==> src/hdl/rectangle_subtract_clip_core_defines.svh <==
// Assertion macros shared by the rectangle subtract clip RTL.
`ifndef RECTANGLE_SUBTRACT_CLIP_CORE_DEFINES_SVH
`define RECTANGLE_SUBTRACT_CLIP_CORE_DEFINES_SVH

// Same-cycle implication, disabled while reset is asserted.
`define RSC_ASSERT_IMP(lbl, clk, rstn, ante, cons, msg) \
  lbl: assert property (@(posedge clk) disable iff (!rstn) (ante) |-> (cons)) \
    else $error(msg);

// Next-cycle implication, disabled while reset is asserted.
`define RSC_ASSERT_NXT(lbl, clk, rstn, ante, cons, msg) \
  lbl: assert property (@(posedge clk) disable iff (!rstn) (ante) |=> (cons)) \
    else $error(msg);

`endif

==> src/hdl/rsc_pkg.sv <==
// Types, constants and codes for the rectangle subtract clip block.
`default_nettype none

package rsc_pkg;

  localparam int COORD_W   = 16;
  localparam int CFG_IDX_W = 2;
  localparam int NUM_BANDS = 4;
  localparam int QDEPTH    = 4;
  localparam int QPTR_W    = $clog2(QDEPTH);
  localparam int QCNT_W    = $clog2(QDEPTH + 1);

  typedef logic signed [COORD_W-1:0] coord_t;

  // Configuration register indexes
  localparam logic [CFG_IDX_W-1:0] CFG_CLIP_LEFT   = 2'd0;
  localparam logic [CFG_IDX_W-1:0] CFG_CLIP_TOP    = 2'd1;
  localparam logic [CFG_IDX_W-1:0] CFG_CLIP_RIGHT  = 2'd2;
  localparam logic [CFG_IDX_W-1:0] CFG_CLIP_BOTTOM = 2'd3;

  // Band positions within the band mask, in emission order
  localparam int BAND_TOP    = 0;
  localparam int BAND_BOTTOM = 1;
  localparam int BAND_LEFT   = 2;
  localparam int BAND_RIGHT  = 3;

  typedef enum logic [1:0] {
    KIND_PASS,
    KIND_EMPTY,
    KIND_BANDS
  } kind_e;

  typedef struct packed {
    coord_t left;
    coord_t top;
    coord_t right;
    coord_t bottom;
  } rect_t;

  typedef struct packed {
    coord_t src_left;
    coord_t src_top;
    coord_t src_right;
    coord_t src_bottom;
  } src_t;

  typedef struct packed {
    coord_t out_left;
    coord_t out_top;
    coord_t out_right;
    coord_t out_bottom;
    logic   is_empty;
    logic   last_piece;
  } res_t;

  typedef struct packed {
    src_t                 src;
    rect_t                isect;
    kind_e                kind;
    logic [NUM_BANDS-1:0] bands;
  } job_t;

endpackage

`default_nettype wire

==> src/hdl/rectangle_subtract_clip_core.sv <==
// Top level of the rectangle subtract clip block: clip registers and datapath.
//
//  channel   | signals                                | handshake
//  ----------+----------------------------------------+------------------------------
//  request   | start, busy, src_i                     | taken when start && !busy
//  result    | res_valid_o, res_o                     | one-cycle strobe, no stall
//  config    | cfg_we_i, cfg_idx_i, cfg_wdata_i       | written when cfg_we_i is high
//
// Each request yields one to four pieces; the emitter puts out one piece per
// clock. At the earliest, the first piece reaches the result ports through
// the queue write at the accepting edge, the job load and the output register.
// busy is high while the four-entry job queue is full. Reset is asynchronous,
// clears the clip registers to zero and empties the queue.
`default_nettype none

module rectangle_subtract_clip_core (
  input  wire                             clk_i,
  input  wire                             rst_ni,
  input  wire                             start,
  output logic                            busy,
  input  rsc_pkg::src_t                   src_i,
  input  wire                             cfg_we_i,
  input  wire [rsc_pkg::CFG_IDX_W-1:0]    cfg_idx_i,
  input  wire [rsc_pkg::COORD_W-1:0]      cfg_wdata_i,
  output logic                            res_valid_o,
  output rsc_pkg::res_t                   res_o
);

  rsc_pkg::rect_t clip_q;
  logic           push;
  rsc_pkg::job_t  push_job;
  logic           q_full;
  logic           q_valid;
  rsc_pkg::job_t  q_head;
  logic           q_pop;

  // Write clip registers
  always_ff @(posedge clk_i or negedge rst_ni) begin
    if (!rst_ni) begin
      clip_q <= '0;
    end else if (cfg_we_i) begin
      case (cfg_idx_i)
        rsc_pkg::CFG_CLIP_LEFT:   clip_q.left   <= cfg_wdata_i;
        rsc_pkg::CFG_CLIP_TOP:    clip_q.top    <= cfg_wdata_i;
        rsc_pkg::CFG_CLIP_RIGHT:  clip_q.right  <= cfg_wdata_i;
        rsc_pkg::CFG_CLIP_BOTTOM: clip_q.bottom <= cfg_wdata_i;
        default: begin
        end
      endcase
    end
  end

  assign busy = q_full;

  rsc_front u_front (
    .start_i (start),
    .full_i  (q_full),
    .src_i   (src_i),
    .clip_i  (clip_q),
    .push_o  (push),
    .job_o   (push_job)
  );

  rsc_queue u_queue (
    .clk_i   (clk_i),
    .rst_ni  (rst_ni),
    .push_i  (push),
    .job_i   (push_job),
    .pop_i   (q_pop),
    .full_o  (q_full),
    .valid_o (q_valid),
    .head_o  (q_head)
  );

  rsc_back u_back (
    .clk_i       (clk_i),
    .rst_ni      (rst_ni),
    .q_valid_i   (q_valid),
    .head_i      (q_head),
    .pop_o       (q_pop),
    .res_valid_o (res_valid_o),
    .res_o       (res_o)
  );

endmodule

`default_nettype wire

==> src/hdl/rsc_front.sv <==
// Front end: intersects a request with the clip window and classifies it.
`default_nettype none

module rsc_front (
  input  wire                  start_i,
  input  wire                  full_i,
  input  rsc_pkg::src_t        src_i,
  input  rsc_pkg::rect_t       clip_i,
  output logic                 push_o,
  output rsc_pkg::job_t        job_o
);

  rsc_pkg::rect_t isect;
  logic           disjoint;
  logic           covered;

  // Accept a request whenever the queue has room
  assign push_o = start_i && !full_i;

  // Intersect source and clip edge by edge
  always_comb begin
    isect.left   = (src_i.src_left   > clip_i.left)   ? src_i.src_left   : clip_i.left;
    isect.top    = (src_i.src_top    > clip_i.top)    ? src_i.src_top    : clip_i.top;
    isect.right  = (src_i.src_right  < clip_i.right)  ? src_i.src_right  : clip_i.right;
    isect.bottom = (src_i.src_bottom < clip_i.bottom) ? src_i.src_bottom : clip_i.bottom;
  end

  // Classify: no overlap, fully covered, or a set of bands to emit
  always_comb begin
    disjoint = (isect.left > isect.right) || (isect.top > isect.bottom);
    covered  = (src_i.src_left >= isect.left) && (src_i.src_right <= isect.right) &&
               (src_i.src_top >= isect.top) && (src_i.src_bottom <= isect.bottom);

    job_o.src   = src_i;
    job_o.isect = isect;
    job_o.bands[rsc_pkg::BAND_TOP]    = src_i.src_top < isect.top;
    job_o.bands[rsc_pkg::BAND_BOTTOM] = isect.bottom < src_i.src_bottom;
    job_o.bands[rsc_pkg::BAND_LEFT]   = src_i.src_left < isect.left;
    job_o.bands[rsc_pkg::BAND_RIGHT]  = isect.right < src_i.src_right;

    if (disjoint) begin
      job_o.kind = rsc_pkg::KIND_PASS;
    end else if (covered) begin
      job_o.kind = rsc_pkg::KIND_EMPTY;
    end else begin
      job_o.kind = rsc_pkg::KIND_BANDS;
    end
  end

endmodule

`default_nettype wire

==> src/hdl/rsc_queue.sv <==
// Small job queue between the classifying front end and the piece emitter.
`default_nettype none

`include "rectangle_subtract_clip_core_defines.svh"

module rsc_queue (
  input  wire                  clk_i,
  input  wire                  rst_ni,
  input  wire                  push_i,
  input  rsc_pkg::job_t        job_i,
  input  wire                  pop_i,
  output logic                 full_o,
  output logic                 valid_o,
  output rsc_pkg::job_t        head_o
);

  rsc_pkg::job_t                  mem_q [rsc_pkg::QDEPTH];
  logic [rsc_pkg::QPTR_W-1:0]     wr_ptr_q, wr_ptr_d;
  logic [rsc_pkg::QPTR_W-1:0]     rd_ptr_q, rd_ptr_d;
  logic [rsc_pkg::QCNT_W-1:0]     cnt_q, cnt_d;

  assign full_o  = (cnt_q == rsc_pkg::QCNT_W'(rsc_pkg::QDEPTH));
  assign valid_o = (cnt_q != '0);
  assign head_o  = mem_q[rd_ptr_q];

  // Advance pointers with wrap and track the fill level
  always_comb begin
    wr_ptr_d = wr_ptr_q;
    rd_ptr_d = rd_ptr_q;
    cnt_d    = cnt_q;
    if (push_i) begin
      wr_ptr_d = (wr_ptr_q == rsc_pkg::QPTR_W'(rsc_pkg::QDEPTH - 1)) ? '0
                 : wr_ptr_q + rsc_pkg::QPTR_W'(1);
    end
    if (pop_i) begin
      rd_ptr_d = (rd_ptr_q == rsc_pkg::QPTR_W'(rsc_pkg::QDEPTH - 1)) ? '0
                 : rd_ptr_q + rsc_pkg::QPTR_W'(1);
    end
    if (push_i && !pop_i) begin
      cnt_d = cnt_q + rsc_pkg::QCNT_W'(1);
    end else if (!push_i && pop_i) begin
      cnt_d = cnt_q - rsc_pkg::QCNT_W'(1);
    end
  end

  always_ff @(posedge clk_i or negedge rst_ni) begin
    if (!rst_ni) begin
      wr_ptr_q <= '0;
      rd_ptr_q <= '0;
      cnt_q    <= '0;
    end else begin
      wr_ptr_q <= wr_ptr_d;
      rd_ptr_q <= rd_ptr_d;
      cnt_q    <= cnt_d;
    end
  end

  // Store pushed jobs
  always_ff @(posedge clk_i) begin
    if (push_i) begin
      mem_q[wr_ptr_q] <= job_i;
    end
  end

  `RSC_ASSERT_IMP(a_no_push_full, clk_i, rst_ni, full_o, !push_i, "push into full queue")
  `RSC_ASSERT_NXT(a_fill_tracks, clk_i, rst_ni, push_i && !pop_i,
                  cnt_q == $past(cnt_q) + 1, "fill level lost a push")

endmodule

`default_nettype wire

==> src/hdl/rsc_back.sv <==
// Back end: walks each job's bands and emits one registered piece per cycle.
`default_nettype none

`include "rectangle_subtract_clip_core_defines.svh"

module rsc_back (
  input  wire                  clk_i,
  input  wire                  rst_ni,
  input  wire                  q_valid_i,
  input  rsc_pkg::job_t        head_i,
  output logic                 pop_o,
  output logic                 res_valid_o,
  output rsc_pkg::res_t        res_o
);

  logic                            act_q, act_d;
  rsc_pkg::job_t                   job_q;
  logic [rsc_pkg::NUM_BANDS-1:0]   mask_q, mask_d;
  logic [rsc_pkg::NUM_BANDS-1:0]   pick;
  logic [rsc_pkg::NUM_BANDS-1:0]   rest;
  rsc_pkg::res_t                   piece;
  logic                            done;
  logic                            res_valid_q;
  rsc_pkg::res_t                   res_q;

  // Build the piece for the current job and its lowest pending band
  always_comb begin
    pick  = mask_q & (~mask_q + rsc_pkg::NUM_BANDS'(1));
    rest  = mask_q & ~pick;
    piece = '0;
    case (job_q.kind)
      rsc_pkg::KIND_PASS: begin
        piece.out_left   = job_q.src.src_left;
        piece.out_top    = job_q.src.src_top;
        piece.out_right  = job_q.src.src_right;
        piece.out_bottom = job_q.src.src_bottom;
        piece.last_piece = 1'b1;
      end
      rsc_pkg::KIND_EMPTY: begin
        piece.is_empty   = 1'b1;
        piece.last_piece = 1'b1;
      end
      rsc_pkg::KIND_BANDS: begin
        piece.last_piece = (rest == '0);
        if (pick[rsc_pkg::BAND_TOP]) begin
          piece.out_left   = job_q.src.src_left;
          piece.out_top    = job_q.src.src_top;
          piece.out_right  = job_q.src.src_right;
          piece.out_bottom = job_q.isect.top - rsc_pkg::coord_t'(1);
        end else if (pick[rsc_pkg::BAND_BOTTOM]) begin
          piece.out_left   = job_q.src.src_left;
          piece.out_top    = job_q.isect.bottom + rsc_pkg::coord_t'(1);
          piece.out_right  = job_q.src.src_right;
          piece.out_bottom = job_q.src.src_bottom;
        end else if (pick[rsc_pkg::BAND_LEFT]) begin
          piece.out_left   = job_q.src.src_left;
          piece.out_top    = job_q.isect.top;
          piece.out_right  = job_q.isect.left - rsc_pkg::coord_t'(1);
          piece.out_bottom = job_q.isect.bottom;
        end else begin
          piece.out_left   = job_q.isect.right + rsc_pkg::coord_t'(1);
          piece.out_top    = job_q.isect.top;
          piece.out_right  = job_q.src.src_right;
          piece.out_bottom = job_q.isect.bottom;
        end
      end
      default: begin
        piece.last_piece = 1'b1;
      end
    endcase
  end

  // Load the next job when idle or when this job's last piece goes out
  always_comb begin
    done  = !act_q || piece.last_piece;
    pop_o = q_valid_i && done;
    if (pop_o) begin
      act_d  = 1'b1;
      mask_d = head_i.bands;
    end else begin
      act_d  = !done;
      mask_d = rest;
    end
  end

  always_ff @(posedge clk_i or negedge rst_ni) begin
    if (!rst_ni) begin
      act_q       <= 1'b0;
      res_valid_q <= 1'b0;
    end else begin
      act_q       <= act_d;
      res_valid_q <= act_q;
    end
  end

  // Hold job payload and output register
  always_ff @(posedge clk_i) begin
    mask_q <= mask_d;
    if (pop_o) begin
      job_q <= head_i;
    end
    if (act_q) begin
      res_q <= piece;
    end
  end

  assign res_valid_o = res_valid_q;
  assign res_o       = res_q;

  `RSC_ASSERT_IMP(a_bands_pending, clk_i, rst_ni,
                  act_q && (job_q.kind == rsc_pkg::KIND_BANDS), mask_q != '0,
                  "band job active with no band left")
  `RSC_ASSERT_NXT(a_one_band_per_cycle, clk_i, rst_ni, act_q && !piece.last_piece,
                  act_q && ($countones(mask_q) + 1 == $countones($past(mask_q))),
                  "band walk did not retire exactly one band")
  `RSC_ASSERT_IMP(a_more_pieces_follow, clk_i, rst_ni,
                  res_valid_q && !res_q.last_piece, act_q,
                  "request ended without a last piece")

endmodule

`default_nettype wire
==> config.mk <==
export PLATFORM = sky130hd
export DESIGN_NAME = rectangle_subtract_clip_core
export DESIGN_NICKNAME = d
export VERILOG_FILES = /design/src/hdl/rsc_pkg.sv /design/src/hdl/rectangle_subtract_clip_core.sv /design/src/hdl/rsc_front.sv /design/src/hdl/rsc_queue.sv /design/src/hdl/rsc_back.sv
export VERILOG_INCLUDE_DIRS = /design/src /design/src/hdl
export SDC_FILE = /design/constraint.sdc
export NUM_CORES = 1
export LEC_CHECK = 0
export ABC_AREA = 0
export BUFFER_PORTS_ARGS = -buffer_cell sky130_fd_sc_hd__buf_2
export CORE_MARGIN = 5
export CORE_UTILIZATION = 35
export DETAILED_ROUTE_END_ITERATION = 10
export GPL_ROUTABILITY_DRIVEN = 0
export SLEW_MARGIN = 40
export SYNTH_ARGS = -nofsm -noshare
export SYNTH_HDL_FRONTEND = slang
export SYNTH_HIERARCHICAL = 1
export SYNTH_SLANG_ARGS = --single-unit
==> constraint.sdc <==
create_clock -name clk_i -period 5.2 [get_ports clk_i]
set_clock_uncertainty 0.1 [all_clocks]
set_input_delay 1.56 -clock clk_i [delete_from_list [all_inputs] [get_ports clk_i]]
set_output_delay 1.56 -clock clk_i [all_outputs]
set_load 0.02 [all_outputs]
==> results.sh <==
export IMPL_layout_worst_path_cycle_share_pct=101
export IMPL_post_layout_nonfiller_instances=4064
export IMPL_timing_slew_headroom_pct=44.9
export IMPL_worst_setup_hold_path_clk_slew_ps=60
export IMPL_net_switching_power_mw=8.80
export IMPL_ir_drop_worst_vdd_uv=588
export IMPL_numPortBuffers=153
export IMPL_maxSlewViolCount=0
export IMPL_worstSetupEndpointType="flip-flop"
export IMPL_cts_root_buf="clkbuf_16"
export IMPL_syn_cell_area_um2=36400
export IMPL_grt_pass1_vias=21700
export IMPL_cellPowerDensity_nw_per_um2=587
export IMPL_core_region_area_um2=103000
export IMPL_ctsLongestPathBuffers=3
export IMPL_total_leakage_power_nw=16.4
export IMPL_async_flop_share_pct=9.02
export IMPL_die_x_um=332
export IMPL_status="finished with violations"
export IMPL_worstPathMaxFanout=8
export IMPL_power_mw=25.8
export IMPL_design_portCount=154
export IMPL_synthesis_instances=2243
export IMPL_post_route_cells_drive_above_1_share_pct=34.5
export IMPL_route_vias_total=21400
export IMPL_swShare_pct=34.1
export IMPL_timing_setup_critical_path_class="in2reg"
export IMPL_detail_route_wirelength_mm=98.2
export IMPL_failed_checks="negative setup slack"
export IMPL_clock_power_share_pct=22.6
export IMPL_design_die_area_um2=110000
export IMPL_setup_ws_ps=-60.7
export IMPL_ys_ff_latch=809
export IMPL_grt_antenna_before_repair=26
export IMPL_viasPerCell=5.27
export IMPL_synthDistinctLibCells=83
export IMPL_cts_buffers=80
export IMPL_grt_start_max_net_pins=134
export IMPL_final_net_count=2864
export IMPL_fin_worst_hold_slack_ps=387
export IMPL_row_count=118
export IMPL_cts_tree="done"
export IMPL_cts_hold_buffers_added=0
export IMPL_rsz0062_at_grt="true"
export IMPL_fin_area_um2=44000
export IMPL_utilization_pct=42.6
export IMPL_synth_yosys_warnings=6
export IMPL_sequentialPowerShare_pct=42.5
export IMPL_cts_sinks=809
export IMPL_remaining_drc_errors=0
export IMPL_final_hold_violation_count=0
export IMPL_comb_power_share_pct=34.9
export IMPL_grt_first_pass_wirelength_mm=143
export IMPL_ys_flop_type="edfxtp_1"
export IMPL_dr_first_iter_drc_count=2024
export IMPL_period_minus_slack_ps=5260
export IMPL_detailed_placement_wirelength_estimate_mm=71.1
export IMPL_cp_data_required_time_ps=5460
export IMPL_initial_utilization_pct=35.2
export IMPL_dp_worst_setup_slack_ps=-901
export IMPL_num_fill_cells=9228
export IMPL_critPathLaunchType="primary input"
export IMPL_globalRoute_totalOverflow=0
export IMPL_max_cap_violations=0
export IMPL_p_int_mw=17.0
export IMPL_detailedRoute_firstPassIterationCount=8
export IMPL_die_h_um=332
export IMPL_drtAntennaViolNets=0
export IMPL_worstHoldPathType="reg2reg"
export IMPL_post_place_cells=3884
export IMPL_synth_seq_area_share_pct=65.7
export IMPL_maximum_level_of_the_cts_h_tree=3
export IMPL_finalSetupViolCount=8
export IMPL_max_freq_mhz=190
export IMPL_synth_edf_count=732
export IMPL_setup_tns_final_ps=-386
export IMPL_postSynthAreaPerCell_um2=16.2
export IMPL_routedWlPerCell_um=24.2
export IMPL_area_delta_synth_final_pct=20.9
export IMPL_syn_num_nets=2495
export IMPL_placement_cell_area_um2=40500
export IMPL_critPathArrivalTime_ps=5520
export IMPL_insertion_delay_ps=640
export IMPL_grt_total_usage_pct=17.1
export IMPL_worst_slew_pin_transition_ps=826
final cells by class:
class / count / area, µm² / area share [%]
sequential: 809 / 23900 / 54.3
multi-input combinational: 1136 / 11900 / 27.0
timing repair buffer: 429 / 3210 / 7.29
clock buffer: 96 / 2150 / 4.90
tap: 1380 / 1730 / 3.93
inverter: 156 / 596 / 1.35
clock inverter: 50 / 500 / 1.14
antenna: 8 / 20.0 / 0.0455
path summary, 6_finish.rpt:
| check | from | depth (start not counted) | end | slack [ps] |
|---|---|---|---|---|
| min in group asynchronous | rst_ni | 1 | u_queue/cnt_q[1] | 850 |
| setup reg to reg | clip_q[26] | 23 | u_queue/mem_q[0][5] | 380 |
| setup / recovery | src_i[26] | 23 | u_queue/mem_q[0][5] | -60 |
| max in group asynchronous | rst_ni | 2 | clip_q[13] | 3200 |
| hold reg to reg | u_queue/cnt_q[2] | 1 | u_queue/cnt_q[2] | 390 |
| hold / removal | u_queue/cnt_q[2] | 1 | u_queue/cnt_q[2] | 390 |
worst max-delay path: stages:
cell and delay, ps:
buf_4 130, ha_4 260, nand4_1 130, o221a_2 350
o21ai_4 190, a21oi_2 60, nor2_1 140, a21oi_2 60
buf_4 160, clkbuf_16 160, buf_4 150, a21oi_4 160
inv_2 50, ha_1 270, nand4_1 90, or2_4 310
a211oi_4 250, nor3_4 90, o21a_1 170, a211o_1 320
a211oi_4 240, buf_4 160, nor3_4 40
timing repair:
item / in CTS / in global routing
endpoints found under the hold margin: 0 / 0
gates resized for setup: 9 / 101
pin swaps: 4 / 41
setup buffers: 1 / 20
gates cloned: 0 / 2
setup endpoints to repair: 8 / 12
registers in the layout, indices dropped and copies added, names as in the netlist:
signal / cells
u_back/res_o: 66
u_queue/mem_q: 536
u_queue/wr_ptr_q: 2
u_back/res_valid_o: 1
u_queue/rd_ptr_q: 2
u_queue/cnt_q: 3
u_back/mask_q: 4
u_back/job_q: 130
u_back/act_q: 1
clip_q: 64
Yosys cell counts (all sizes together), types with 30 or more instances:
cell	count	share of area [%]
mux4	134	8.3
buf	111	2.1
mux2	91	2.8
ha	165	5.7
nand4	37	0.65
nand2	70	0.72
clkbuf	31	0.35
a21o	43	0.89
nor2	63	0.65
inv	155	1.6
edfxtp	732	60
a21oi	57	0.78
o21ai	63	0.87
xnor2	30	0.72
dfrtp	73	5.0
mux2i	72	2.0
cells by family (layout without fill, tap and decap cells):
family	count (synthesis)	in the layout	share of synthesized area, %
muxes	297	297	13.1
and+or+nand+nor	349	349	5.28
AOI/OAI and AO/OA	282	282	5.17
adders and majority gates	167	167	5.76
other	0	8	0
DFF	809	809	65.7
buffers and inverters	298	731	4.03
xor gates and xnor gates	41	41	0.987
routing by layer:
metal,wire [µm],GRT usage (%)
met5,95,0
met4,2610,5.17
met3,6050,2.68
met2,46700,27.8
met1,42700,24.0
power groups by stage:
| stage | logic [mW] | registers [mW] | clock network (mW) |
|---|---|---|---|
| 2_1_floorplan | 5.19 | 10.9 | 0 |
| 3_3_place_gp | 8.27 | 11.2 | 0 |
| 3_5_place_dp | 8.54 | 11.2 | 0 |
| 4_1_cts | 8.60 | 11.1 | 5.97 |
| 5_1_grt | 9.65 | 11.1 | 6.23 |
| 6_report | 9.00 | 11.0 | 5.83 |
cell usage in the layout, fill, tap and decap left out, types with 23 or more instances in the layout:
| cell type | n |
|---|---|
| mux2_2 | 90 |
| a21oi_1 | 38 |
| mux4_2 | 134 |
| buf_4 | 245 |
| o21ai_0 | 48 |
| buf_2 | 148 |
| ha_1 | 134 |
| ha_4 | 29 |
| buf_12 | 23 |
| nand2_1 | 69 |
| mux2i_1 | 59 |
| nand3_1 | 28 |
| xnor2_1 | 30 |
| dfrtp_1 | 70 |
| nand4_1 | 36 |
| nor3_1 | 24 |
| clkbuf_16 | 83 |
| edfxtp_1 | 732 |
| nor2_1 | 60 |
| inv_1 | 145 |
| a21o_1 | 43 |
Power figures use the tool's default switching activity.
